## config.mk

```make
export PLATFORM = sky130hd
export DESIGN_NAME = round_robin_quantum_scheduler_top_flat
export DESIGN_NICKNAME = d
export VERILOG_FILES = /design/src/hdl/rrqs_pkg.sv /design/src/hdl/rrqs_ifs.sv /design/src/hdl/round_robin_quantum_scheduler_top.sv /design/src/hdl/rrqs_fifo.sv /design/src/hdl/rrqs_task_tbl.sv /design/src/hdl/rrqs_ctrl.sv /design/src/flat_wrapper.sv
export VERILOG_INCLUDE_DIRS = /design/src /design/src/hdl
export SDC_FILE = /design/constraint.sdc
export NUM_CORES = 1
export LEC_CHECK = 0
export ABC_AREA = 1
export BUFFER_PORTS_ARGS = -buffer_cell sky130_fd_sc_hd__buf_4
export CORE_AREA = 2 2 194 196
export DETAILED_ROUTE_END_ITERATION = 8
export DIE_AREA = 0 0 196 198
export HOLD_SLACK_MARGIN = 0.15
export PLACE_DENSITY_LB_ADDON = 0.3
export SLEW_MARGIN = 15
export SYNTH_ARGS = -nofsm -noshare
export SYNTH_HDL_FRONTEND = slang
export SYNTH_SLANG_ARGS = --single-unit
```

## constraint.sdc

```tcl
create_clock -name i_clk -period 10.1 [get_ports i_clk]
set_clock_uncertainty 0.2 [all_clocks]
set_input_delay 0.505 -clock i_clk [delete_from_list [all_inputs] [get_ports i_clk]]
set_output_delay 0.505 -clock i_clk [all_outputs]
set_load 0.005 [all_outputs]
```

## src/hdl/round_robin_quantum_scheduler_top_macros.svh

```systemverilog
// ----------------------------------------------------------------------------
// Assertion macros for the round-robin scheduler
// Implication checks, sampled on the rising clock edge and held off in reset.
// ----------------------------------------------------------------------------
`ifndef ROUND_ROBIN_QUANTUM_SCHEDULER_TOP_MACROS_SVH
`define ROUND_ROBIN_QUANTUM_SCHEDULER_TOP_MACROS_SVH

// same-cycle implication
`define RRQS_ASSERT_IMP(label, clk, rstn, ante, cons) \
    label: assert property (@(posedge clk) disable iff (!(rstn)) (ante) |-> (cons)) \
        else $error("rrqs: same-cycle check failed");

// next-cycle implication
`define RRQS_ASSERT_NEXT(label, clk, rstn, ante, cons) \
    label: assert property (@(posedge clk) disable iff (!(rstn)) (ante) |=> (cons)) \
        else $error("rrqs: next-cycle check failed");

`endif

```

## src/hdl/rrqs_pkg.sv

```systemverilog
// ----------------------------------------------------------------------------
// rrqs_pkg
// Types and constants shared by the round-robin scheduler modules.
// ----------------------------------------------------------------------------
`default_nettype none

package rrqs_pkg;

    // queue depth; pointer arithmetic wraps, so keep it a power of two
    localparam int MAX_TASKS = 16;
    localparam int TASK_W    = $clog2(MAX_TASKS);
    localparam int CNT_W     = $clog2(MAX_TASKS + 1);

    localparam int ID_W   = 4;
    localparam int SVC_W  = 16;
    localparam int QNT_W  = 8;
    localparam int TICK_W = 32;
    localparam int CODE_W = 3;

    typedef enum logic {
        KIND_TICK   = 1'b0,
        KIND_ARRIVE = 1'b1
    } t_kind;

    typedef enum logic [CODE_W-1:0] {
        EV_SWITCH    = 3'd0,
        EV_STARTED   = 3'd1,
        EV_RESUMED   = 3'd2,
        EV_SLICE     = 3'd3,
        EV_FINISHED  = 3'd4,
        EV_PREEMPTED = 3'd5
    } t_evt_code;

    typedef struct packed {
        logic [CODE_W-1:0] event_code;
        logic [ID_W-1:0]   event_task;
        logic [SVC_W-1:0]  left_service;
        logic [QNT_W-1:0]  left_quantum;
        logic [TICK_W-1:0] tick_stamp;
        logic              last_event;
    } t_evt;

    typedef struct packed {
        logic              push;
        logic              pop;
        logic [TASK_W-1:0] push_id;
    } t_fifo_ctl;

    typedef struct packed {
        logic [TASK_W-1:0] head_id;
        logic [CNT_W-1:0]  count;
        logic              full;
        logic              empty;
    } t_fifo_sts;

    typedef struct packed {
        logic              svc_we;
        logic              st_we;
        logic              st_wval;
        logic [TASK_W-1:0] wr_addr;
        logic [SVC_W-1:0]  svc_wdata;
        logic [TASK_W-1:0] rd_addr;
    } t_tbl_ctl;

    typedef struct packed {
        logic [SVC_W-1:0] rd_svc;
        logic             rd_started;
    } t_tbl_sts;

    typedef struct packed {
        logic busy;
        logic run_valid;
    } t_ctl_sts;

endpackage

`default_nettype wire

```

## src/hdl/rrqs_ifs.sv

```systemverilog
// ----------------------------------------------------------------------------
// rrqs channel interfaces
// Valid/ready channels for scheduler requests and event records.
// ----------------------------------------------------------------------------
`default_nettype none

interface rrqs_in_if import rrqs_pkg::*; ();
    logic             valid;
    logic             ready;
    logic             kind;
    logic [ID_W-1:0]  task_id;
    logic [SVC_W-1:0] burst_len;

    modport source (output valid, kind, task_id, burst_len, input ready);
    modport sink   (input valid, kind, task_id, burst_len, output ready);
endinterface

interface rrqs_out_if import rrqs_pkg::*; ();
    logic              valid;
    logic              ready;
    logic [CODE_W-1:0] event_code;
    logic [ID_W-1:0]   event_task;
    logic [SVC_W-1:0]  left_service;
    logic [QNT_W-1:0]  left_quantum;
    logic [TICK_W-1:0] tick_stamp;
    logic              last_event;

    modport source (output valid, event_code, event_task, left_service, left_quantum,
                    tick_stamp, last_event, input ready);
    modport sink   (input valid, event_code, event_task, left_service, left_quantum,
                    tick_stamp, last_event, output ready);
endinterface

`default_nettype wire

```

## src/hdl/round_robin_quantum_scheduler_top.sv

```systemverilog
// ----------------------------------------------------------------------------
// round_robin_quantum_scheduler_top
// Round-robin time-slice scheduler: ready queue, task table, tick sequencer.
// ----------------------------------------------------------------------------
//   channel    dir   handshake      beat contents
//   i_req      in    valid/ready    kind, task_id, burst_len
//   o_evt      out   valid/ready    event_code .. last_event, one record per beat
//   i_cfg_*    in    write enable   time_quantum
//
// An arrival is handled in IDLE; a tick with nothing to do only advances the
// tick count, a plain charge walks CHG and DONE, a finish adds FIN, a dispatch
// adds DSP, SW and ST, a preempt with redispatch adds PRE, DSP, SW and ST. The
// sequencer walks one event step per cycle while the output register has room,
// with one shared decrement unit; the task table read is registered. Reset
// clears control state only; the table and queue need no clearing pass.
// ----------------------------------------------------------------------------
`default_nettype none

`include "round_robin_quantum_scheduler_top_macros.svh"

module round_robin_quantum_scheduler_top import rrqs_pkg::*; (
    input  wire logic       i_clk,
    input  wire logic       i_rst_n,
    input  wire logic       i_cfg_we,
    input  wire logic [7:0] i_cfg_wdata,
    rrqs_in_if.sink         i_req,
    rrqs_out_if.source      o_evt
);

    t_fifo_ctl w_fctl;
    t_fifo_sts w_fsts;
    t_tbl_ctl  w_tctl;
    t_tbl_sts  w_tsts;
    t_ctl_sts  w_csts;
    logic      w_tick_work;

    rrqs_fifo u_fifo (
        .i_clk   (i_clk),
        .i_rst_n (i_rst_n),
        .i_ctl   (w_fctl),
        .o_sts   (w_fsts)
    );

    rrqs_task_tbl u_tbl (
        .i_clk (i_clk),
        .i_ctl (w_tctl),
        .o_sts (w_tsts)
    );

    rrqs_ctrl u_ctrl (
        .i_clk       (i_clk),
        .i_rst_n     (i_rst_n),
        .i_cfg_we    (i_cfg_we),
        .i_cfg_wdata (i_cfg_wdata),
        .i_req       (i_req),
        .o_evt       (o_evt),
        .i_fsts      (w_fsts),
        .o_fctl      (w_fctl),
        .i_tsts      (w_tsts),
        .o_tctl      (w_tctl),
        .o_csts      (w_csts)
    );

    // accepted tick that has a task to charge or dispatch
    assign w_tick_work = i_req.valid && i_req.ready && (i_req.kind == KIND_TICK)
                         && (w_csts.run_valid || !w_fsts.empty);

    `RRQS_ASSERT_IMP(a_fifo_bound, i_clk, i_rst_n, 1'b1, w_fsts.count <= CNT_W'(MAX_TASKS))
    `RRQS_ASSERT_IMP(a_pop_nonempty, i_clk, i_rst_n, w_fctl.pop, !w_fsts.empty && !w_fctl.push)
    `RRQS_ASSERT_NEXT(a_tick_busy, i_clk, i_rst_n, w_tick_work, !i_req.ready && w_csts.busy)

endmodule

`default_nettype wire

```

## src/hdl/rrqs_fifo.sv

```systemverilog
// ----------------------------------------------------------------------------
// rrqs_fifo
// Ready queue of task ids: push at tail, pop at head, never both at once.
// ----------------------------------------------------------------------------
`default_nettype none

module rrqs_fifo import rrqs_pkg::*; (
    input  wire logic      i_clk,
    input  wire logic      i_rst_n,
    input  wire t_fifo_ctl i_ctl,
    output t_fifo_sts      o_sts
);

    logic [TASK_W-1:0] r_q [MAX_TASKS];
    logic [TASK_W-1:0] r_head, n_head;
    logic [CNT_W-1:0]  r_count, n_count;
    logic [TASK_W-1:0] w_tail;
    logic              w_full;

    assign w_full = (r_count == CNT_W'(MAX_TASKS));
    assign w_tail = r_head + r_count[TASK_W-1:0];

    always_comb begin
        n_head  = r_head;
        n_count = r_count;
        if (i_ctl.push && !w_full) begin
            n_count = r_count + 1'b1;
        end else if (i_ctl.pop && r_count != '0) begin
            n_head  = r_head + 1'b1;
            n_count = r_count - 1'b1;
        end
    end

    always_ff @(posedge i_clk) begin
        if (!i_rst_n) begin
            r_head  <= '0;
            r_count <= '0;
        end else begin
            r_head  <= n_head;
            r_count <= n_count;
        end
    end

    always_ff @(posedge i_clk) begin
        if (i_ctl.push && !w_full) begin
            r_q[w_tail] <= i_ctl.push_id;
        end
    end

    assign o_sts.head_id = r_q[r_head];
    assign o_sts.count   = r_count;
    assign o_sts.full    = w_full;
    assign o_sts.empty   = (r_count == '0);

endmodule

`default_nettype wire

```

## src/hdl/rrqs_task_tbl.sv

```systemverilog
// ----------------------------------------------------------------------------
// rrqs_task_tbl
// Per-task remaining service memory and started flags, registered read.
// ----------------------------------------------------------------------------
`default_nettype none

module rrqs_task_tbl import rrqs_pkg::*; (
    input  wire logic     i_clk,
    input  wire t_tbl_ctl i_ctl,
    output t_tbl_sts      o_sts
);

    logic [SVC_W-1:0]     r_svc_mem [MAX_TASKS];
    logic [MAX_TASKS-1:0] r_started;
    logic [SVC_W-1:0]     r_rd_svc;
    logic                 r_rd_started;

    // entries are only read for ids that were enqueued, hence written
    always_ff @(posedge i_clk) begin
        if (i_ctl.svc_we) begin
            r_svc_mem[i_ctl.wr_addr] <= i_ctl.svc_wdata;
        end
        if (i_ctl.st_we) begin
            r_started[i_ctl.wr_addr] <= i_ctl.st_wval;
        end
        r_rd_svc     <= r_svc_mem[i_ctl.rd_addr];
        r_rd_started <= r_started[i_ctl.rd_addr];
    end

    assign o_sts.rd_svc     = r_rd_svc;
    assign o_sts.rd_started = r_rd_started;

endmodule

`default_nettype wire

```

## src/hdl/rrqs_ctrl.sv

```systemverilog
// ----------------------------------------------------------------------------
// rrqs_ctrl
// Tick sequencer and arrival handler: dispatch, charge, finish and preempt
// steps, their event records sent through a single output register.
// ----------------------------------------------------------------------------
`default_nettype none

module rrqs_ctrl import rrqs_pkg::*; (
    input  wire logic       i_clk,
    input  wire logic       i_rst_n,
    input  wire logic       i_cfg_we,
    input  wire logic [7:0] i_cfg_wdata,
    rrqs_in_if.sink         i_req,
    rrqs_out_if.source      o_evt,
    input  wire t_fifo_sts  i_fsts,
    output t_fifo_ctl       o_fctl,
    input  wire t_tbl_sts   i_tsts,
    output t_tbl_ctl        o_tctl,
    output t_ctl_sts        o_csts
);

    typedef enum logic [7:0] {
        S_IDLE = 8'b0000_0001,
        S_DSP  = 8'b0000_0010,
        S_SW   = 8'b0000_0100,
        S_ST   = 8'b0000_1000,
        S_CHG  = 8'b0001_0000,
        S_FIN  = 8'b0010_0000,
        S_PRE  = 8'b0100_0000,
        S_DONE = 8'b1000_0000
    } t_state;

    t_state            r_state, n_state;
    logic [QNT_W-1:0]  r_quantum;
    logic              r_run_valid, n_run_valid;
    logic [TASK_W-1:0] r_run_task, n_run_task;
    logic [SVC_W-1:0]  r_run_svc, n_run_svc;
    logic [QNT_W-1:0]  r_slice, n_slice;
    logic [TICK_W-1:0] r_tick, n_tick;
    logic              r_second, n_second;
    t_evt              r_out, n_out;
    logic              r_ovalid, n_ovalid;

    logic              w_slot;
    logic              w_emit;
    logic [SVC_W-1:0]  w_svc_dec;
    logic [QNT_W-1:0]  w_slc_dec;
    logic              w_preempt;
    logic              w_in_fire;
    logic [TASK_W-1:0] w_in_id;

    // shared charge unit
    assign w_svc_dec = (r_run_svc != '0) ? r_run_svc - 1'b1 : r_run_svc;
    assign w_slc_dec = (r_quantum != '0 && r_slice != '0) ? r_slice - 1'b1 : r_slice;
    assign w_preempt = (r_quantum != '0) && (w_slc_dec == '0);

    assign w_slot    = !r_ovalid || o_evt.ready;
    assign w_in_fire = i_req.valid && (r_state == S_IDLE);
    assign w_in_id   = TASK_W'(i_req.task_id);

    always_comb begin
        n_state     = r_state;
        n_run_valid = r_run_valid;
        n_run_task  = r_run_task;
        n_run_svc   = r_run_svc;
        n_slice     = r_slice;
        n_tick      = r_tick;
        n_second    = r_second;
        n_out       = r_out;
        w_emit      = 1'b0;

        o_fctl.push    = 1'b0;
        o_fctl.pop     = 1'b0;
        o_fctl.push_id = w_in_id;

        o_tctl.svc_we    = 1'b0;
        o_tctl.st_we     = 1'b0;
        o_tctl.st_wval   = 1'b0;
        o_tctl.wr_addr   = r_run_task;
        o_tctl.svc_wdata = w_svc_dec;
        // hold the dispatched task's entry while switch/started records stall
        o_tctl.rd_addr   = (r_state == S_DSP) ? i_fsts.head_id : r_run_task;

        n_out.event_task   = ID_W'(r_run_task);
        n_out.left_service = r_run_svc;
        n_out.left_quantum = r_slice;
        n_out.tick_stamp   = r_tick;

        case (r_state)
            S_IDLE: begin
                if (w_in_fire) begin
                    if (i_req.kind == KIND_ARRIVE) begin
                        if (!i_fsts.full) begin
                            o_tctl.svc_we    = 1'b1;
                            o_tctl.st_we     = 1'b1;
                            o_tctl.st_wval   = 1'b0;
                            o_tctl.wr_addr   = w_in_id;
                            o_tctl.svc_wdata = i_req.burst_len;
                            o_fctl.push      = 1'b1;
                            // keep the cached copy coherent on a re-arrival
                            if (r_run_valid && r_run_task == w_in_id) begin
                                n_run_svc = i_req.burst_len;
                            end
                        end
                    end else if (r_run_valid) begin
                        n_state = S_CHG;
                    end else if (!i_fsts.empty) begin
                        n_second = 1'b0;
                        n_state  = S_DSP;
                    end else begin
                        n_tick = r_tick + 1'b1;
                    end
                end
            end
            S_DSP: begin
                o_fctl.pop  = 1'b1;
                n_run_task  = i_fsts.head_id;
                n_run_valid = 1'b1;
                n_slice     = r_quantum;
                n_state     = S_SW;
            end
            S_SW: begin
                if (w_slot) begin
                    w_emit             = 1'b1;
                    n_out.event_code   = EV_SWITCH;
                    n_out.left_service = i_tsts.rd_svc;
                    n_out.last_event   = 1'b0;
                    n_run_svc          = i_tsts.rd_svc;
                    n_state            = S_ST;
                end
            end
            S_ST: begin
                if (w_slot) begin
                    w_emit           = 1'b1;
                    n_out.event_code = i_tsts.rd_started ? EV_RESUMED : EV_STARTED;
                    n_out.last_event = r_second;
                    o_tctl.st_we     = 1'b1;
                    o_tctl.st_wval   = 1'b1;
                    n_state          = r_second ? S_DONE : S_CHG;
                end
            end
            S_CHG: begin
                if (w_slot) begin
                    w_emit             = 1'b1;
                    n_out.event_code   = EV_SLICE;
                    n_out.left_service = w_svc_dec;
                    n_out.left_quantum = w_slc_dec;
                    n_out.last_event   = (w_svc_dec != '0) && !w_preempt;
                    o_tctl.svc_we      = 1'b1;
                    n_run_svc          = w_svc_dec;
                    n_slice            = w_slc_dec;
                    if (w_svc_dec == '0) begin
                        n_state = S_FIN;
                    end else if (w_preempt) begin
                        n_state = S_PRE;
                    end else begin
                        n_state = S_DONE;
                    end
                end
            end
            S_FIN: begin
                if (w_slot) begin
                    w_emit           = 1'b1;
                    n_out.event_code = EV_FINISHED;
                    n_out.last_event = 1'b1;
                    n_run_valid      = 1'b0;
                    n_state          = S_DONE;
                end
            end
            S_PRE: begin
                // the queue is never empty after this, so a dispatch always follows
                if (w_slot) begin
                    w_emit           = 1'b1;
                    n_out.event_code = EV_PREEMPTED;
                    n_out.last_event = 1'b0;
                    o_fctl.push      = 1'b1;
                    o_fctl.push_id   = r_run_task;
                    n_run_valid      = 1'b0;
                    n_second         = 1'b1;
                    n_state          = S_DSP;
                end
            end
            S_DONE: begin
                n_tick  = r_tick + 1'b1;
                n_state = S_IDLE;
            end
            default: begin
                n_state = S_IDLE;
            end
        endcase

        if (w_emit) begin
            n_ovalid = 1'b1;
        end else if (o_evt.ready) begin
            n_ovalid = 1'b0;
        end else begin
            n_ovalid = r_ovalid;
        end
    end

    always_ff @(posedge i_clk) begin
        if (!i_rst_n) begin
            r_state     <= S_IDLE;
            r_quantum   <= QNT_W'(4);
            r_run_valid <= 1'b0;
            r_run_task  <= '0;
            r_run_svc   <= '0;
            r_slice     <= '0;
            r_tick      <= '0;
            r_second    <= 1'b0;
            r_ovalid    <= 1'b0;
        end else begin
            r_state     <= n_state;
            r_run_valid <= n_run_valid;
            r_run_task  <= n_run_task;
            r_run_svc   <= n_run_svc;
            r_slice     <= n_slice;
            r_tick      <= n_tick;
            r_second    <= n_second;
            r_ovalid    <= n_ovalid;
            if (i_cfg_we) begin
                r_quantum <= i_cfg_wdata;
            end
        end
    end

    // payload only loads on a new record, so a waiting beat stays put
    always_ff @(posedge i_clk) begin
        if (w_emit) begin
            r_out <= n_out;
        end
    end

    assign i_req.ready        = (r_state == S_IDLE);
    assign o_evt.valid        = r_ovalid;
    assign o_evt.event_code   = r_out.event_code;
    assign o_evt.event_task   = r_out.event_task;
    assign o_evt.left_service = r_out.left_service;
    assign o_evt.left_quantum = r_out.left_quantum;
    assign o_evt.tick_stamp   = r_out.tick_stamp;
    assign o_evt.last_event   = r_out.last_event;

    assign o_csts.busy      = (r_state != S_IDLE);
    assign o_csts.run_valid = r_run_valid;

endmodule

`default_nettype wire
```

## src/flat_wrapper.sv

```systemverilog
// flat-port wrapper written by rule: the top's interface ports become plain ports
module round_robin_quantum_scheduler_top_flat import rrqs_pkg::*;
  (i_clk, i_rst_n, i_cfg_we, i_cfg_wdata, i_req_valid, i_req_kind, i_req_task_id, i_req_burst_len, i_req_ready, o_evt_valid, o_evt_event_code, o_evt_event_task, o_evt_left_service, o_evt_left_quantum, o_evt_tick_stamp, o_evt_last_event, o_evt_ready);
  rrqs_in_if i_req_i ();
  rrqs_out_if o_evt_i ();
  input  wire logic i_clk;
  input  wire logic i_rst_n;
  input  wire logic i_cfg_we;
  input  wire logic [7:0] i_cfg_wdata;
  input wire logic [$bits(i_req_i.valid)-1:0] i_req_valid;
  input wire logic [$bits(i_req_i.kind)-1:0] i_req_kind;
  input wire logic [$bits(i_req_i.task_id)-1:0] i_req_task_id;
  input wire logic [$bits(i_req_i.burst_len)-1:0] i_req_burst_len;
  output wire logic [$bits(i_req_i.ready)-1:0] i_req_ready;
  output wire logic [$bits(o_evt_i.valid)-1:0] o_evt_valid;
  output wire logic [$bits(o_evt_i.event_code)-1:0] o_evt_event_code;
  output wire logic [$bits(o_evt_i.event_task)-1:0] o_evt_event_task;
  output wire logic [$bits(o_evt_i.left_service)-1:0] o_evt_left_service;
  output wire logic [$bits(o_evt_i.left_quantum)-1:0] o_evt_left_quantum;
  output wire logic [$bits(o_evt_i.tick_stamp)-1:0] o_evt_tick_stamp;
  output wire logic [$bits(o_evt_i.last_event)-1:0] o_evt_last_event;
  input wire logic [$bits(o_evt_i.ready)-1:0] o_evt_ready;
  assign i_req_i.valid = i_req_valid;
  assign i_req_i.kind = i_req_kind;
  assign i_req_i.task_id = i_req_task_id;
  assign i_req_i.burst_len = i_req_burst_len;
  assign i_req_ready = i_req_i.ready;
  assign o_evt_valid = o_evt_i.valid;
  assign o_evt_event_code = o_evt_i.event_code;
  assign o_evt_event_task = o_evt_i.event_task;
  assign o_evt_left_service = o_evt_i.left_service;
  assign o_evt_left_quantum = o_evt_i.left_quantum;
  assign o_evt_tick_stamp = o_evt_i.tick_stamp;
  assign o_evt_last_event = o_evt_i.last_event;
  assign o_evt_i.ready = o_evt_ready;
  round_robin_quantum_scheduler_top u_core (.i_clk(i_clk), .i_rst_n(i_rst_n), .i_cfg_we(i_cfg_we), .i_cfg_wdata(i_cfg_wdata), .i_req(i_req_i), .o_evt(o_evt_i));
endmodule
```

Yosys cells after proc, flatten, opt, wreduce, memory -nomap -nowiden --
Memories as Yosys holds them, arrays and structs flattened. A register that Yosys moved wholly into a read port is not among the register bits. Index checks and enable logic that the tools add are counted.
Word-level totals: bits in registers 169, RAM bits 320, output and inout port bits 66, logic and storage cells 181, memories 2
Memory list:
- u_core.u_tbl.r_svc_mem | words 16, bits a word 16, read ports 1, clocked after memory_dff 1, wr ports 1, line rrqs_task_tbl.sv:13 | logic [SVC_W-1:0] r_svc_mem [MAX_TASKS];
- u_core.u_fifo.r_q | words 16, bits a word 4, read ports 1, clocked after memory_dff 1, wr ports 1, line rrqs_fifo.sv:14 | logic [TASK_W-1:0] r_q [MAX_TASKS];
Operators by class: add/sub/neg operators 7, $lt $le $gt $ge 3, equal/unequal tests 26, multiplexer cells 82, bitwise gates (word level) 1, reductions and logical operators 41
Operators by type and width (count):
- two-way mux 32 bit | 4
- two-way mux 8 bit | 15
- two-way mux 16 bit | 7
- two-way mux 23 bit | 3
- case mux 32 bit (2 select lines) | 1
- case mux 8 bit (7 select lines) | 1
- case mux 16 bit (3 select lines) | 1
- adder 32 x 1 -> 32 bit (second input constant) | 1
- case mux 16 bit (2 select lines) | 1
- nonzero test 16 bit | 2
- != test 2 bit (second input constant) | 13
- two-way mux 24 bit | 1
- two-way mux 1 bit | 22
- two-way mux 20 bit | 1
- two-way mux 4 bit | 5
- AND reduction 6 bit | 3
- bitwise mux 16 bit | 1
- zero test 16 bit | 1
- case mux 8 bit (2 select lines) | 1
- nonzero test 8 bit | 2
- subtractor 16 x 1 -> 16 bit (second input constant) | 1
- two-way mux 3 bit | 5
- case mux 3 bit (5 select lines) | 1
- nonzero test 2 bit | 6
- other kinds (41) | 61

Longest topological paths before layout --
Gate-level depths: netlist of run 1.
depth after elaboration 11, gate-level depth with buffers 18, gate-level depth less buffers 17

By module --
From an unflattened synthesis of run 1, not the netlist that was laid out.
Unflattened totals: cell total of the unflattened synthesis 2535, area, all modules 23318.6 um^2
Modules (own cells, without submodules):
- rrqs_task_tbl | times used 1, cells each 1174, area an instance 12172.9 um^2, sequential area each 8508.2 um^2
- rrqs_ctrl | times used 1, cells each 1043, area an instance 7721.2 um^2, sequential area each 3503.4 um^2
- rrqs_fifo | times used 1, cells each 318, area an instance 3424.5 um^2, sequential area each 2182.1 um^2

Worst setup path before layout of run 1 --
Ideal clock, no wire load.
path type register -> register, from register u_core.u_ctrl.r_state[0], to register u_core.u_ctrl.r_out, in the netlist u_core.u_ctrl.o_evt.event_task[0], enable pin, library setup time 0.478 ns, arrival time 3.727 ns, data required time 9.422 ns, slack 5.695 ns, stages on the path, launching flop included 8, buffers on the path 0, period minus slack after synthesis 4.405 ns, cells stage by stage dfxtp_1 nor2_1 inv_2 nor4_1 inv_1 nand3_1 nor2_1 nor2_1
On the way: cells in the longest elaborated chain, start to end 3, elaborated cells on any way between the ends 7
RTL lines:
- from (decl) | line rrqs_ctrl.sv:33 | t_state r_state, n_state;
- from (signal assigned) | line rrqs_ctrl.sv:213 | r_state <= n_state;
- == test 8 x 7 -> 1 bit, or another cell as far along | line rrqs_ctrl.sv:89 | case (r_state)
- OR reduction 5 bit (no line) *
- two-way mux 1 bit *
- to (signal assigned) | line rrqs_ctrl.sv:230 | r_out <= n_out;
- to (decl) | line rrqs_ctrl.sv:41 | t_evt r_out, n_out;
Mark *: on every way between the ends. The rest lies on a longest branch, timed or not. A chain may end at the register's enable or synchronous reset.

==> results of run 1 <==
==> cell type report <==
type / count / area, um^2 / area share
multi-input cells: 1534 / 7357 / 0.2768
inverters: 381 / 1430 / 0.05382
clock buffers: 70 / 1418 / 0.05335
flip-flops and latches: 509 / 14190 / 0.5341
clock inverters: 26 / 324.1 / 0.01219
well taps: 474 / 593.1 / 0.02232
repair buffers: 159 / 1259 / 0.04737
==> Yosys cell counts (17+ instances only) <==
cell type / n
xor2_1: 29
clkbuf_1: 27
nand3_1: 312
edfxtp_1: 400
nor2_1: 216
nand2_1: 603
buf_2: 36
dfxtp_1: 109
buf_6: 18
inv_1: 366
o21ai_0: 111
buf_4: 17
a21oi_1: 93
o221ai_1: 18
nor3_1: 21
nand3b_1: 17
==> final timing paths <==
kind                                    startpoint                                           end  slack [ns]  cells past startpoint
max                                      flip-flop             u_core.u_tbl.r_rd_svc[13]$_DFF_P_        5.71                     12
min                                       i_cfg_we       u_core.u_ctrl.r_quantum[1]$_SDFFE_PN0P_        0.18                      3
max reg2reg                              flip-flop             u_core.u_tbl.r_rd_svc[13]$_DFF_P_        5.71                     12
min reg2reg  u_core.u_ctrl.r_tick[31]$_SDFFE_PN0P_  u_core.u_ctrl.o_evt.tick_stamp[31]$_DFFE_PP_        0.29                      0
==> metal layers <==
layer  share of wire  track usage  up-vias  wire, um
met2            0.47       0.5119      959     27900
met4           0.053       0.1653        0      3178
met1            0.39       0.3985     8496     23240
li1                -            -     8580         -
met3           0.089      0.04957      222      5287
met5               0            0        -         0
==> logic make-up (layout without fill, tap and decap cells) <==
| logic type | after synthesis | count (layout) | share of synthesized area |
|---|---|---|---|
| simple gates | 1216 | 1216 | 0.2233 |
| flops | 509 | 509 | 0.6036 |
| buf+inv | 485 | 636 | 0.08811 |
| compound gates | 271 | 271 | 0.06496 |
| xor+xnor | 35 | 35 | 0.01304 |
| fa+ha+maj | 12 | 12 | 0.007023 |
==> critical path, cell delays in order (launching register included) <==
cell and delay [ns]:
dfxtp_1 0.80, inv_1 0.37, nand2_1 0.16, nand3_1 0.11, nand3_2 0.11, nand3_4 0.42, nand2_4 0.63, buf_4 0.81
nand2_1 0.14, nand3_1 0.16, nand3_1 0.12, nand3_1 0.13, nand2_1 0.08
==> per-stage QoR <==
| stage | utilization | worst slack, ns | total power (W) | instances | instance area (um^2) |
|---|---|---|---|---|---|
| floorplan | - | 5.695 | 0.003224 | 2528 | 23520 |
| global placement | 0.6638 | 6.045 | 0.003492 | 3031 | 24530 |
| detailed placement | 0.6638 | 5.808 | 0.003526 | 3031 | 24530 |
| CTS | 0.7180 | 5.759 | 0.005473 | 3153 | 26530 |
| global route | 0.7191 | 5.369 | 0.005697 | 3153 | 26570 |
| finish | 0.7191 | 5.708 | 0.005485 | 3153 | 26570 |
==> registers in the layout, indices dropped and copies added, names as in the netlist, 16 cells and up, named ones only <==
register,cells
u_core.u_ctrl.r_tick,32
u_core.u_fifo.r_q,64
u_core.u_tbl.r_rd_svc,16
u_core.u_ctrl.o_evt.left_service,16
u_core.u_tbl.r_started,16
u_core.u_tbl.r_svc_mem,256
u_core.u_ctrl.o_evt.tick_stamp,32
u_core.u_ctrl.r_run_svc,16
==> power by group through the flow <==
| stage | Clock (W) | Sequential (W) | Combinational [W] |
|---|---|---|---|
| global placement | 0 | 0.00258 | 0.000909 |
| floorplan | 0 | 0.00255 | 0.000671 |
| finish | 0.00196 | 0.00254 | 0.000985 |
| detailed placement | 0 | 0.00259 | 0.000941 |
| global route | 0.00205 | 0.00255 | 0.00110 |
| CTS | 0.00197 | 0.00254 | 0.000962 |
==> results by group, run 1 <==
Clocking
  • CTS root buf: clkbuf_16
  • Post-CTS Hold Buffers: 26
  • Longest Clk Path Bufs: 3
  • Clk sinks: 509
  • Worst skew pair latency: 0.62 ns
  • CTS tree: done
  • Postcts setup bufs: 0
  • H-tree depth: 2
  • Clock slew at reported path FFs: 0.06 ns
  • Num CTS Buffers: 51
  • Post-cts sizing count: 0

Floorplanning
  • Die Area: 0.03881 mm^2
  • Placeable Area: 0.03696 mm^2
  • Die W: 196 um
  • Starting Density: 0.6363
  • Die height: 198 um
  • IO Count: 100
  • FP Rows: 71

Pwr
  • Reg power frac: 0.464
  • Logic gate share of total power: 0.180
  • Switching power total: 0.001588 W
  • Maximum vdd ir drop: 0.0001881 V
  • Switching Fraction: 0.2896
  • Pleak: 11.08 nW
  • Share of power burned in the clock network: 0.357
  • Cell internal pwr: 0.003897 W
  • Pwr per Cell Area: 206.4 mW/mm^2

Route
  • DRT Pass-1 Iters: 6
  • # DRC: 0
  • DRT Wirelength: 59.61 mm
  • DR iter-0 viols: 1693
  • Wirelength per Cell: 18.91 um
  • Drt via density: 5.790
  • Via count: 18260
  • DRT antenna net count: 0

STA
  • Maximum clock rate: 227.7 MHz
  • Measured slew at the worst slew-check pin: 1.159 ns
  • Slew Viols, Final: 0
  • Final setup fails: 0
  • Slew HR: 0.2270
  • Final clock period utilization by the worst path: 0.4348
  • Unrepaired setup endpoints after global routing: false
  • Hold Slack: 0.1798 ns
  • Setup TNS: 0 ns
  • Minimum clock period: 4.392 ns
  • Final hold vios: 0

Min path
  • Hold Crit Class: primary input to flip-flop

GRT
  • Global-route wire length before repair: 92.89 mm
  • GRT overflow: 0
  • Vias in the first global route: 17580
  • GRT Util Overall: 0.3102
  • Initial antenna violation count: 1
  • Pin count of the biggest net entering global routing: 103

Setup path
  • Setup crit start kind: flip-flop
  • CP arrival: 4.69 ns
  • CP Max Fanout: 89
  • Type of the worst setup path: flip-flop to flip-flop
  • Worst endpoint required time: 10.40 ns
  • Crit end category: flip-flop

Finish
  • Fillers: 2606
  • Commonest non-fill, non-tap cells in the layout: 598 x nand2_1, 400 x edfxtp_1, 366 x inv_1, 312 x nand3_1, 200 x nor2_1
  • Antenna diodes: 0
  • Final net count: 2682
  • Share of cells above drive strength 1: 0.1049
  • Most common cell after layout, fill and taps aside: nand2_1
  • Synthesis-to-layout area growth: 13.00%

Synthesis
  • Synth Register Bits: 509
  • Number of synthesized flops with an enable pin: 400
  • Predominant post-synthesis flop cell: edfxtp_1
  • Syn nets: 2574
  • Share of synthesized registers carrying an async set or reset: 0
  • Syn Inst Count: 2528
  • Synth warnings: 0
  • Avg Inst Size Synth: 9.302 um^2
  • Synth area leaders: edfxtp_1 51%, nand2_1 9.6%, dfxtp_1 9.3%
  • Synth cell types: 48
  • Largest area contributor in the netlist: edfxtp_1
  • Post-synthesis sequential area ratio: 0.6036
  • Mapped cell area: 0.02352 mm^2
  • Synth top area share: 0.5108

Placement
  • HPWL Detailed: 36.21 mm
  • Port Buffer Count: 99
  • GPL Wtd Cong: 0.9109

Run
  • Number of max-cap violations: 0

Outcome
  • Status: complete, no violations
Power figures use the tool's default switching activity.
==> run 2, diff against run 1 <==
--- a/config.mk
+++ b/config.mk
@@ -6,11 +6,11 @@
 export SDC_FILE = /design/constraint.sdc
 export NUM_CORES = 1
 export LEC_CHECK = 0
-export ABC_AREA = 1
+export ABC_AREA = 0
 export BUFFER_PORTS_ARGS = -buffer_cell sky130_fd_sc_hd__buf_4
-export CORE_AREA = 2 2 194 196
+export CORE_AREA = 2 2 204 206
 export DETAILED_ROUTE_END_ITERATION = 8
-export DIE_AREA = 0 0 196 198
+export DIE_AREA = 0 0 206 208
 export HOLD_SLACK_MARGIN = 0.15
 export PLACE_DENSITY_LB_ADDON = 0.3
 export SLEW_MARGIN = 15
==> constraint.sdc (replaced) <==
create_clock -name i_clk -period 3.8 [get_ports i_clk]
set_clock_uncertainty 0.2 [all_clocks]
set_input_delay 0.19 -clock i_clk [delete_from_list [all_inputs] [get_ports i_clk]]
set_output_delay 0.19 -clock i_clk [all_outputs]
set_load 0.005 [all_outputs]
==> run 2 against run 1 <==
  * Global-route usage is 3.6 points lower
  * Core utilization shrank 6.5 points
  * Flip-flop and latch count did not move
  * Sequential share of layout area rose by 0.063 points
  * Wire length shrank 1.5%
  * Clock power rose to 2.7 times the previous value
  * First-iteration DRC count rose by 6.6%
  * Clock-buffer cell count fell by 6
  * Critical path type unchanged
  * Largest power group unchanged
  * Highest routed layer is now met5
==> results by group, run 2 <==
Setup path
  • Crit path cell chain: nor3_2 > nand4b_2 > inv_2 > buf_4 > nand2_1 > nor4_1 > o221ai_1 > buf_4 > a2111oi_0 > nor2_1 > dlygate4sd3_1 (was inv_1 > nand2_1 > nand3_1 > nand3_2 > nand3_4 > nand2_4 > buf_4 > nand2_1 > nand3_1 > nand3_1 > nand3_1 > nand2_1)
  • Slowest stage delay, CP: 0.57 ns (was 0.81 ns)
  • CP arrival: 3.85 ns (was 4.69 ns)
  • Setup crit start kind: flip-flop (unchanged)
  • Worst path slowest cell: dlygate4sd3_1 (was buf_4)
  • Type of the worst setup path: flip-flop to flip-flop (unchanged)
  • Crit path top cell by count: buf_4 (was nand3_1)
  • Crit end category: flip-flop (unchanged)
  • Slack of the worst reg-to-reg path: 0.23 ns (was 5.71 ns)
  • Worst endpoint required time: 4.07 ns (was 10.40 ns)
  • CP Max Fanout: 14 (was 89)

STA
  • Minimum clock period: 3.575 ns (was 4.392 ns)
  • Slew Viols, Final: 0 (unchanged)
  • Slew HR: 0.1578 (was 0.2270)
  • Final setup fails: 0 (unchanged)
  • Setup TNS: 0 ns (unchanged)
  • Unrepaired setup endpoints after global routing: false (unchanged)
  • Final clock period utilization by the worst path: 0.9407 (was 0.4348)
  • Final hold vios: 0 (unchanged)
  • Measured slew at the worst slew-check pin: 1.263 ns (was 1.159 ns)
  • Maximum clock rate: 279.8 MHz (was 227.7 MHz)

GRT
  • GRT Util Overall: 0.2738 (was 0.3102)
  • Vias in the first global route: 15680 (was 17580)
  • Initial antenna violation count: 3 (was 1)
  • Pin count of the biggest net entering global routing: 137 (was 103)
  • GRT overflow: 0 (unchanged)
  • Global-route wire length before repair: 90.27 mm (was 92.89 mm)

Clocking
  • Clock slew at reported path FFs: 0.06 ns (about the same)
  • Longest Clk Path Bufs: 3 (unchanged)
  • Postcts setup bufs: 0 (unchanged)
  • Num CTS Buffers: 51 (unchanged)
  • Clk sinks: 509 (unchanged)
  • Worst skew pair latency: 0.60 ns (was 0.62 ns)
  • CTS root buf: clkbuf_16 (unchanged)
  • CTS tree: done (unchanged)
  • H-tree depth: 2 (unchanged)

Finish
  • Fin area: 0.02654 mm^2 (was 0.02657 mm^2)
  • Share of cells above drive strength 1: 0.1625 (was 0.1049)
  • Fillers: 3007 (was 2606)
  • Most common cell after layout, fill and taps aside: edfxtp_1 (was nand2_1)
  • Fin util: 0.6545 (was 0.7191)
  • Largest Register: u_core.u_tbl.r_svc_mem (unchanged)
  • Max FFs per register: 256 (unchanged)
  • FF/Latch Area: 0.01419 mm^2 (unchanged)
  • Commonest non-fill, non-tap cells in the layout: 400 x edfxtp_1, 165 x buf_4, 120 x nor2_1, 114 x and3_1, 109 x dfxtp_1 (was 598 x nand2_1, 400 x edfxtp_1, 366 x inv_1, 312 x nand3_1, 200 x nor2_1)
  • Final net count: 2058 (was 2682)
  • Largest registers: u_core.u_tbl.r_svc_mem: 256 flops, u_core.u_fifo.r_q: 64 flops (unchanged)
  • Synthesis-to-layout area growth: 17.46% (was 13.00%)
  • Footprint of the multi-input gates: 0.007744 mm^2 (was 0.007357 mm^2)

Synthesis
  • Predominant post-synthesis flop cell: edfxtp_1 (unchanged)
  • Synth cell types: 87 (was 48)
  • Synth top area share: 0.5316 (was 0.5108)
  • Number of synthesized flops with an enable pin: 400 (unchanged)
  • Largest area contributor in the netlist: edfxtp_1 (unchanged)
  • Syn Inst Count: 1849 (was 2528)
  • Count leader, synth: edfxtp_1 (was nand2_1)
  • Share of synthesized registers carrying an async set or reset: 0 (unchanged)
  • Post-synthesis sequential area ratio: 0.6281 (was 0.6036)
  • Syn nets: 1895 (was 2574)
  • Synth Register Bits: 509 (unchanged)
  • Synth area leaders: edfxtp_1 53%, dfxtp_1 9.7%, a211oi_1 3.4% (was edfxtp_1 51%, nand2_1 9.6%, dfxtp_1 9.3%)
  • Commonest cells in the netlist: 400 x edfxtp_1, 133 x nor2_1, 114 x and3_1 (was 603 x nand2_1, 400 x edfxtp_1, 366 x inv_1)
  • Mapped cell area: 0.02260 mm^2 (was 0.02352 mm^2)
  • Synth warnings: 0 (unchanged)
  • Avg Inst Size Synth: 12.22 um^2 (was 9.302 um^2)

Route
  • # DRC: 0 (unchanged)
  • DRT antenna net count: 0 (unchanged)
  • DRT Wirelength: 58.73 mm (was 59.61 mm)
  • Via count: 16120 (was 18260)
  • DRT Pass-1 Iters: 6 (unchanged)
  • Wirelength per Cell: 22.69 um (was 18.91 um)
  • DR iter-0 viols: 1804 (was 1693)
  • Drt via density: 6.230 (was 5.790)

Floorplanning
  • Die W: 206 um (was 196 um)
  • Starting Density: 0.5572 (was 0.6363)
  • IO Count: 100 (unchanged)
  • Placeable Area: 0.04055 mm^2 (was 0.03696 mm^2)
  • Die height: 208 um (was 198 um)
  • Die Area: 0.04285 mm^2 (was 0.03881 mm^2)
  • FP Rows: 74 (was 71)

Placement
  • HPWL Detailed: 35.23 mm (was 36.21 mm)
  • GPL Wtd Cong: 0.9069 (was 0.9109)
  • Port Buffer Count: 99 (unchanged)
  • Placed Instance Area: 0.02406 mm^2 (was 0.02453 mm^2)

Pwr
  • Pwr per Cell Area: 520.3 mW/mm^2 (was 206.4 mW/mm^2)
  • Pleak: 9.389 nW (was 11.08 nW)
  • Maximum vdd ir drop: 0.0004037 V (was 0.0001881 V)

Run
  • Number of max-cap violations: 0 (unchanged)

Min path
  • Hold Crit Class: primary input to flip-flop (unchanged)

Outcome
  • Status: complete, no violations (unchanged)
## run 2: changes by cell type in the layout (fill, tap and decap cells not counted), moves of 32 or more
cell           change
nand2_1          -501
nand3_1          -230
xnor2_1           +36
buf_4             +32
and2_1            +43
inv_1            -341
and3_1           +111
nor2_1            -80
a211oi_1          +95
dlygate4sd3_1     +41
## run 2: final cells by class
type / instances / share of cell area
Sequential cell: 509 / 0.5347
Multi-Input combinational cell: 1184 / 0.2917
Timing Repair Buffer: 239 / 0.07721
Clock buffer: 64 / 0.05148
Tap cell: 532 / 0.02508
Clock inverter: 32 / 0.01584
Inverter: 27 / 0.003818
Antenna cell: 1 / 0.00009428
## run 2: path summary, 6_finish.rpt
path                                                            start  cells after the start                                            to
worst max-delay path            u_core.u_ctrl.r_state[4]$_SDFFE_PN0P_                     11      u_core.u_ctrl.r_run_svc[13]$_SDFFE_PN0P_
worst min-delay path                              i_req_burst_len[14]                      4      u_core.u_ctrl.r_run_svc[14]$_SDFFE_PN0P_
worst max register to register  u_core.u_ctrl.r_state[4]$_SDFFE_PN0P_                     11      u_core.u_ctrl.r_run_svc[13]$_SDFFE_PN0P_
worst min register to register  u_core.u_ctrl.r_tick[25]$_SDFFE_PN0P_                      0  u_core.u_ctrl.o_evt.tick_stamp[25]$_DFFE_PP_
## run 2: logic make-up after synthesis
logic type	count (synthesis)	synth area share
XOR/XNOR	54	0.02093
multiplexers	52	0.03289
AND/OR/NAND/NOR	637	0.1540
buffers and inverters	156	0.03278
AO/OA/AOI/OAI	429	0.1239
adder cells (fa/ha/maj)	12	0.007309
flip-flops	509	0.6281
## run 2: through the flow
stage	hold slack, ns	setup slack [ns]	instances	total power (W)
after floorplan	0.1177	0.2452	1849	0.007794
after global placement	0.2105	0.4307	2424	0.008456
after detailed placement	0.2213	0.3367	2424	0.008513
after CTS	0.2408	0.2705	2587	0.01384
after global routing	0.2624	0.01127	2587	0.01427
final	0.2676	0.2254	2588	0.01381
## run 2: worst max-delay path, delay by kind of cell, from the launching register on
kind                   cells  cell delay, ns
and+or+nand+nor            5            1.20
buffers and inverters      4            1.02
AOI/OAI and AO/OA          2            0.65
DFF                        1            0.39
## run 2: what timing repair did
action	4_1_cts	5_1_grt
hold buffers	67	0
setup endpoints to repair	0	2
endpoints found under the hold margin	434	0
resized for setup	0	2
## run 2: report_power, final
group,leakage [nW],internal (W),switching (W),total (W)
Clock,0.861,0.00318,0.00214,0.00532
Sequential,4.47,0.00642,0.000185,0.00660
Combinational,4.06,0.000712,0.00117,0.00188
## run 2: routing by layer
metal	wire, um	global-route usage	vias to the layer above	share of wire
li1	-	-	7346	-
met2	27740	0.4384	729	0.47
met4	1484	0.08153	2	0.025
met1	24670	0.3834	7930	0.42
met3	4826	0.04919	115	0.082
met5	8	0	-	0.00014
==> run 3, diff against run 2 <==
--- a/config.mk
+++ b/config.mk
@@ -8,9 +8,10 @@
 export LEC_CHECK = 0
 export ABC_AREA = 0
 export BUFFER_PORTS_ARGS = -buffer_cell sky130_fd_sc_hd__buf_4
-export CORE_AREA = 2 2 204 206
+export CORE_AREA = 2 2 258 260
+export CTS_CLUSTER_DIAMETER = 100
 export DETAILED_ROUTE_END_ITERATION = 8
-export DIE_AREA = 0 0 206 208
+export DIE_AREA = 0 0 260 262
 export HOLD_SLACK_MARGIN = 0.15
 export PLACE_DENSITY_LB_ADDON = 0.3
 export SLEW_MARGIN = 15
==> run 3 against run 2 <==
  * Clock-buffer cell count is the same
  * Critical path depth shrank 2
  * Worst setup slack lost 0.027 ns
  * Register-to-register slack worse by 0.03 ns
  * Critical path type unchanged
  * Highest routed layer is now met4
==> results by group, run 3 (synthesis gave the netlist of run 2 again) <==
Outcome
  • Status: complete, no violations (unchanged)

Run
  • Number of max-cap violations: 0 (unchanged)

Finish
  • Most common cell after layout, fill and taps aside: edfxtp_1 (unchanged)
  • Largest Register: u_core.u_tbl.r_svc_mem (unchanged)
  • Share of cells above drive strength 1: 0.1671 (was 0.1625)
  • Max FFs per register: 256 (unchanged)
  • Largest registers: u_core.u_tbl.r_svc_mem: 256 flops, u_core.u_fifo.r_q: 64 flops (unchanged)
  • Fillers: 6072 (was 3007)
  • Fin util: 0.4145 (was 0.6545)
  • Antenna diodes: 0 (was 1)
  • Synthesis-to-layout area growth: 19.75% (was 17.46%)
  • Final net count: 2068 (was 2058)
  • Commonest non-fill, non-tap cells in the layout: 400 x edfxtp_1, 170 x buf_4, 119 x nor2_1, 114 x and3_1, 109 x dfxtp_1 (was 400 x edfxtp_1, 165 x buf_4, 120 x nor2_1, 114 x and3_1, 109 x dfxtp_1)

Route
  • Drt via density: 5.448 (was 6.230)
  • DR iter-0 viols: 1552 (was 1804)
  • Via count: 15960 (was 16120)
  • DRT antenna net count: 0 (unchanged)
  • DRT Wirelength: 61.76 mm (was 58.73 mm)
  • Wirelength per Cell: 21.08 um (was 22.69 um)
  • DRT Pass-1 Iters: 7 (was 6)
  • # DRC: 0 (unchanged)

STA
  • Slew Viols, Final: 0 (unchanged)
  • Final setup fails: 0 (unchanged)
  • Final hold vios: 0 (unchanged)
  • Maximum clock rate: 277.7 MHz (was 279.8 MHz)
  • Hold Slack: 0.2529 ns (was 0.2676 ns)
  • Measured slew at the worst slew-check pin: 1.089 ns (was 1.263 ns)
  • Minimum clock period: 3.601 ns (was 3.575 ns)
  • Slew HR: 0.2715 (was 0.1578)
  • Unrepaired setup endpoints after global routing: true (was false)
  • Final clock period utilization by the worst path: 0.9477 (was 0.9407)

Min path
  • Hold EP: u_core.u_ctrl.o_evt.tick_stamp[18]$_DFFE_PP_ (was u_core.u_ctrl.r_run_svc[14]$_SDFFE_PN0P_)
  • Hold Crit Class: flip-flop to flip-flop (was primary input to flip-flop)
  • Hold path startpoint: u_core.u_ctrl.r_tick[18]$_SDFFE_PN0P_ (was i_req_burst_len[14])
  • WHS Path Cells: 0 (was 4)

GRT
  • Initial antenna violation count: 0 (was 3)
  • Met3 usage: 0.03173 (was 0.04919)
  • Met2 Resource Use GR: 0.2996 (was 0.4384)
  • Global-route wire length before repair: 93.48 mm (was 90.27 mm)
  • GRT overflow: 0 (unchanged)
  • Vias in the first global route: 15800 (was 15680)
  • GRT Util Overall: 0.1782 (was 0.2738)
  • Pin count of the biggest net entering global routing: 137 (unchanged)
  • Met1 global-route usage: 0.2293 (was 0.3834)
  • GRT busiest layer: met2 (unchanged)

Setup path
  • Worst r2r dst: u_core.u_ctrl.r_run_svc[14]$_SDFFE_PN0P_ (was u_core.u_ctrl.r_run_svc[13]$_SDFFE_PN0P_)
  • Crit path cell chain: inv_1 > ha_1 > or3b_2 > nor4_1 > mux2i_1 > nor2_1 > a2111oi_1 > nor2_1 > dlygate4sd3_1 (was nor3_2 > nand4b_2 > inv_2 > buf_4 > nand2_1 > nor4_1 > o221ai_1 > buf_4 > a2111oi_0 > nor2_1 > dlygate4sd3_1)
  • Slowest stage delay, CP: 0.56 ns (was 0.57 ns)
  • Crit end category: flip-flop (unchanged)
  • CP arrival: 3.91 ns (was 3.85 ns)
  • Buf/Inv on CP: 2 (was 4)
  • Origin of the worst setup path: u_core.u_ctrl.r_run_svc[0]$_SDFFE_PN0P_ (was u_core.u_ctrl.r_state[4]$_SDFFE_PN0P_)
  • Slack of the worst reg-to-reg path: 0.20 ns (was 0.23 ns)
  • Setup crit start kind: flip-flop (unchanged)
  • Worst path slowest cell: or3b_2 (was dlygate4sd3_1)
  • Crit path top cell by count: nor2_1 (was buf_4)
  • Type of the worst setup path: flip-flop to flip-flop (unchanged)
  • Cell depth of the worst flop-to-flop path: 9 (was 11)
  • CP top delay family: simple AND/OR/NAND/NOR gates (unchanged)
  • Worst endpoint required time: 4.11 ns (was 4.07 ns)
  • CP Max Fanout: 9 (was 14)
  • R2r startpoint: u_core.u_ctrl.r_run_svc[0]$_SDFFE_PN0P_ (was u_core.u_ctrl.r_state[4]$_SDFFE_PN0P_)

Floorplanning
  • Die height: 262 um (was 208 um)
  • Die Area: 0.06812 mm^2 (was 0.04285 mm^2)
  • Placeable Area: 0.06528 mm^2 (was 0.04055 mm^2)
  • Die W: 260 um (was 206 um)
  • Starting Density: 0.3462 (was 0.5572)
  • IO Count: 100 (unchanged)
  • FP Rows: 94 (was 74)

Clocking
  • H-tree depth: 2 (unchanged)
  • CTS tree: done (unchanged)
  • CTS root buf: clkbuf_16 (unchanged)
  • Num CTS Buffers: 52 (was 51)
  • Clock slew at reported path FFs: 0.07 ns (was 0.06 ns)
  • Worst skew pair latency: 0.63 ns (was 0.60 ns)
  • Longest Clk Path Bufs: 3 (unchanged)
  • Clk sinks: 509 (unchanged)

Placement
  • GPL Wtd Cong: 0.8595 (was 0.9069)
  • HPWL Detailed: 38.58 mm (was 35.23 mm)
  • Port Buffer Count: 99 (unchanged)

Pwr
  • Pwr per Cell Area: 506.6 mW/mm^2 (was 520.3 mW/mm^2)
  • Maximum vdd ir drop: 0.0003855 V (was 0.0004037 V)
  • Pleak: 9.442 nW (was 9.389 nW)
run 3: changes by cell type in the layout (fill, tap and decap cells not counted), moves of 3 or more:
cell,delta
buf_12,+4
buf_4,+5
bufinv_16,-4
inv_6,-3
clkinv_1,+6
clkbuf_16,+3
a21oi_1,-4
a21oi_2,+4
run 3: per-layer routing:
| metal | wire, um | vias to the layer above |
|---|---|---|
| met5 | 0 | - |
| met4 | 2089 | 0 |
| met3 | 3836 | 137 |
| met2 | 29680 | 556 |
| met1 | 26150 | 7894 |
| li1 | - | 7371 |
run 3: how the worst max path moves through the flow:
| stage | endpoint | slack [ns] | depth (start not counted) |
|---|---|---|---|
| floorplan | u_core.u_ctrl.o_evt.event_task[0]$_DFFE_PP_ | 0.25 | 4 |
| global placement | u_core.u_tbl.r_svc_mem[8][4]$_DFFE_PP_ | 0.37 | 8 |
| detailed placement | u_core.u_tbl.r_svc_mem[10][5]$_DFFE_PP_ | 0.18 | 8 |
| CTS | u_core.u_ctrl.r_run_svc[14]$_SDFFE_PN0P_ | 0.03 | 9 |
| global route | u_core.u_ctrl.r_run_svc[14]$_SDFFE_PN0P_ | -0.008 | 9 |
| finish | u_core.u_ctrl.r_run_svc[14]$_SDFFE_PN0P_ | 0.20 | 9 |
run 3: worst reg2reg max path, stage by stage (launching register included):
cell,delay (ns)
dfxtp_1,0.38
inv_1,0.18
ha_1,0.26
or3b_2,0.56
nor4_1,0.34
mux2i_1,0.33
nor2_1,0.11
a2111oi_1,0.49
nor2_1,0.09
dlygate4sd3_1,0.56
run 3: metrics by stage:
stage	std cells	setup TNS [ns]	total power (W)	cell area, um^2	worst slack, ns
global placement	2763	0	0.008446	24580	0.3733
floorplan	1849	0	0.007794	22600	0.2452
finish	2929	0	0.01371	27060	0.1987
global route	2929	-0.008460	0.01420	27060	-0.008460
detailed placement	2763	0	0.008499	24580	0.1751
CTS	2927	0	0.01378	27010	0.03375
run 3: cell type report:
type	count	area, um^2	area share
timing repair buffer	248	2167	0.08009
clock inverter	33	341.6	0.01262
tap	864	1081	0.03995
multi-input combinational	1184	7755	0.2866
inverter	27	101.3	0.003745
clock buffer	64	1420	0.05248
sequential	509	14190	0.5245
run 3: what timing repair did:
item                                   CTS  global route
endpoints found under the hold margin  439             0
hold buffers                            67             0
setup endpoints to repair                0            41
buffers inserted                         0             2
resized for setup                        0             7
run 3: power breakdown:
group,switching (W),leakage (nW),total [W],internal [W]
logic,0.00117,4.12,0.00185,0.000677
registers,0.000198,4.47,0.00662,0.00642
clock network,0.00223,0.857,0.00524,0.00302
total,0.00360,9.44,0.0137,0.0101
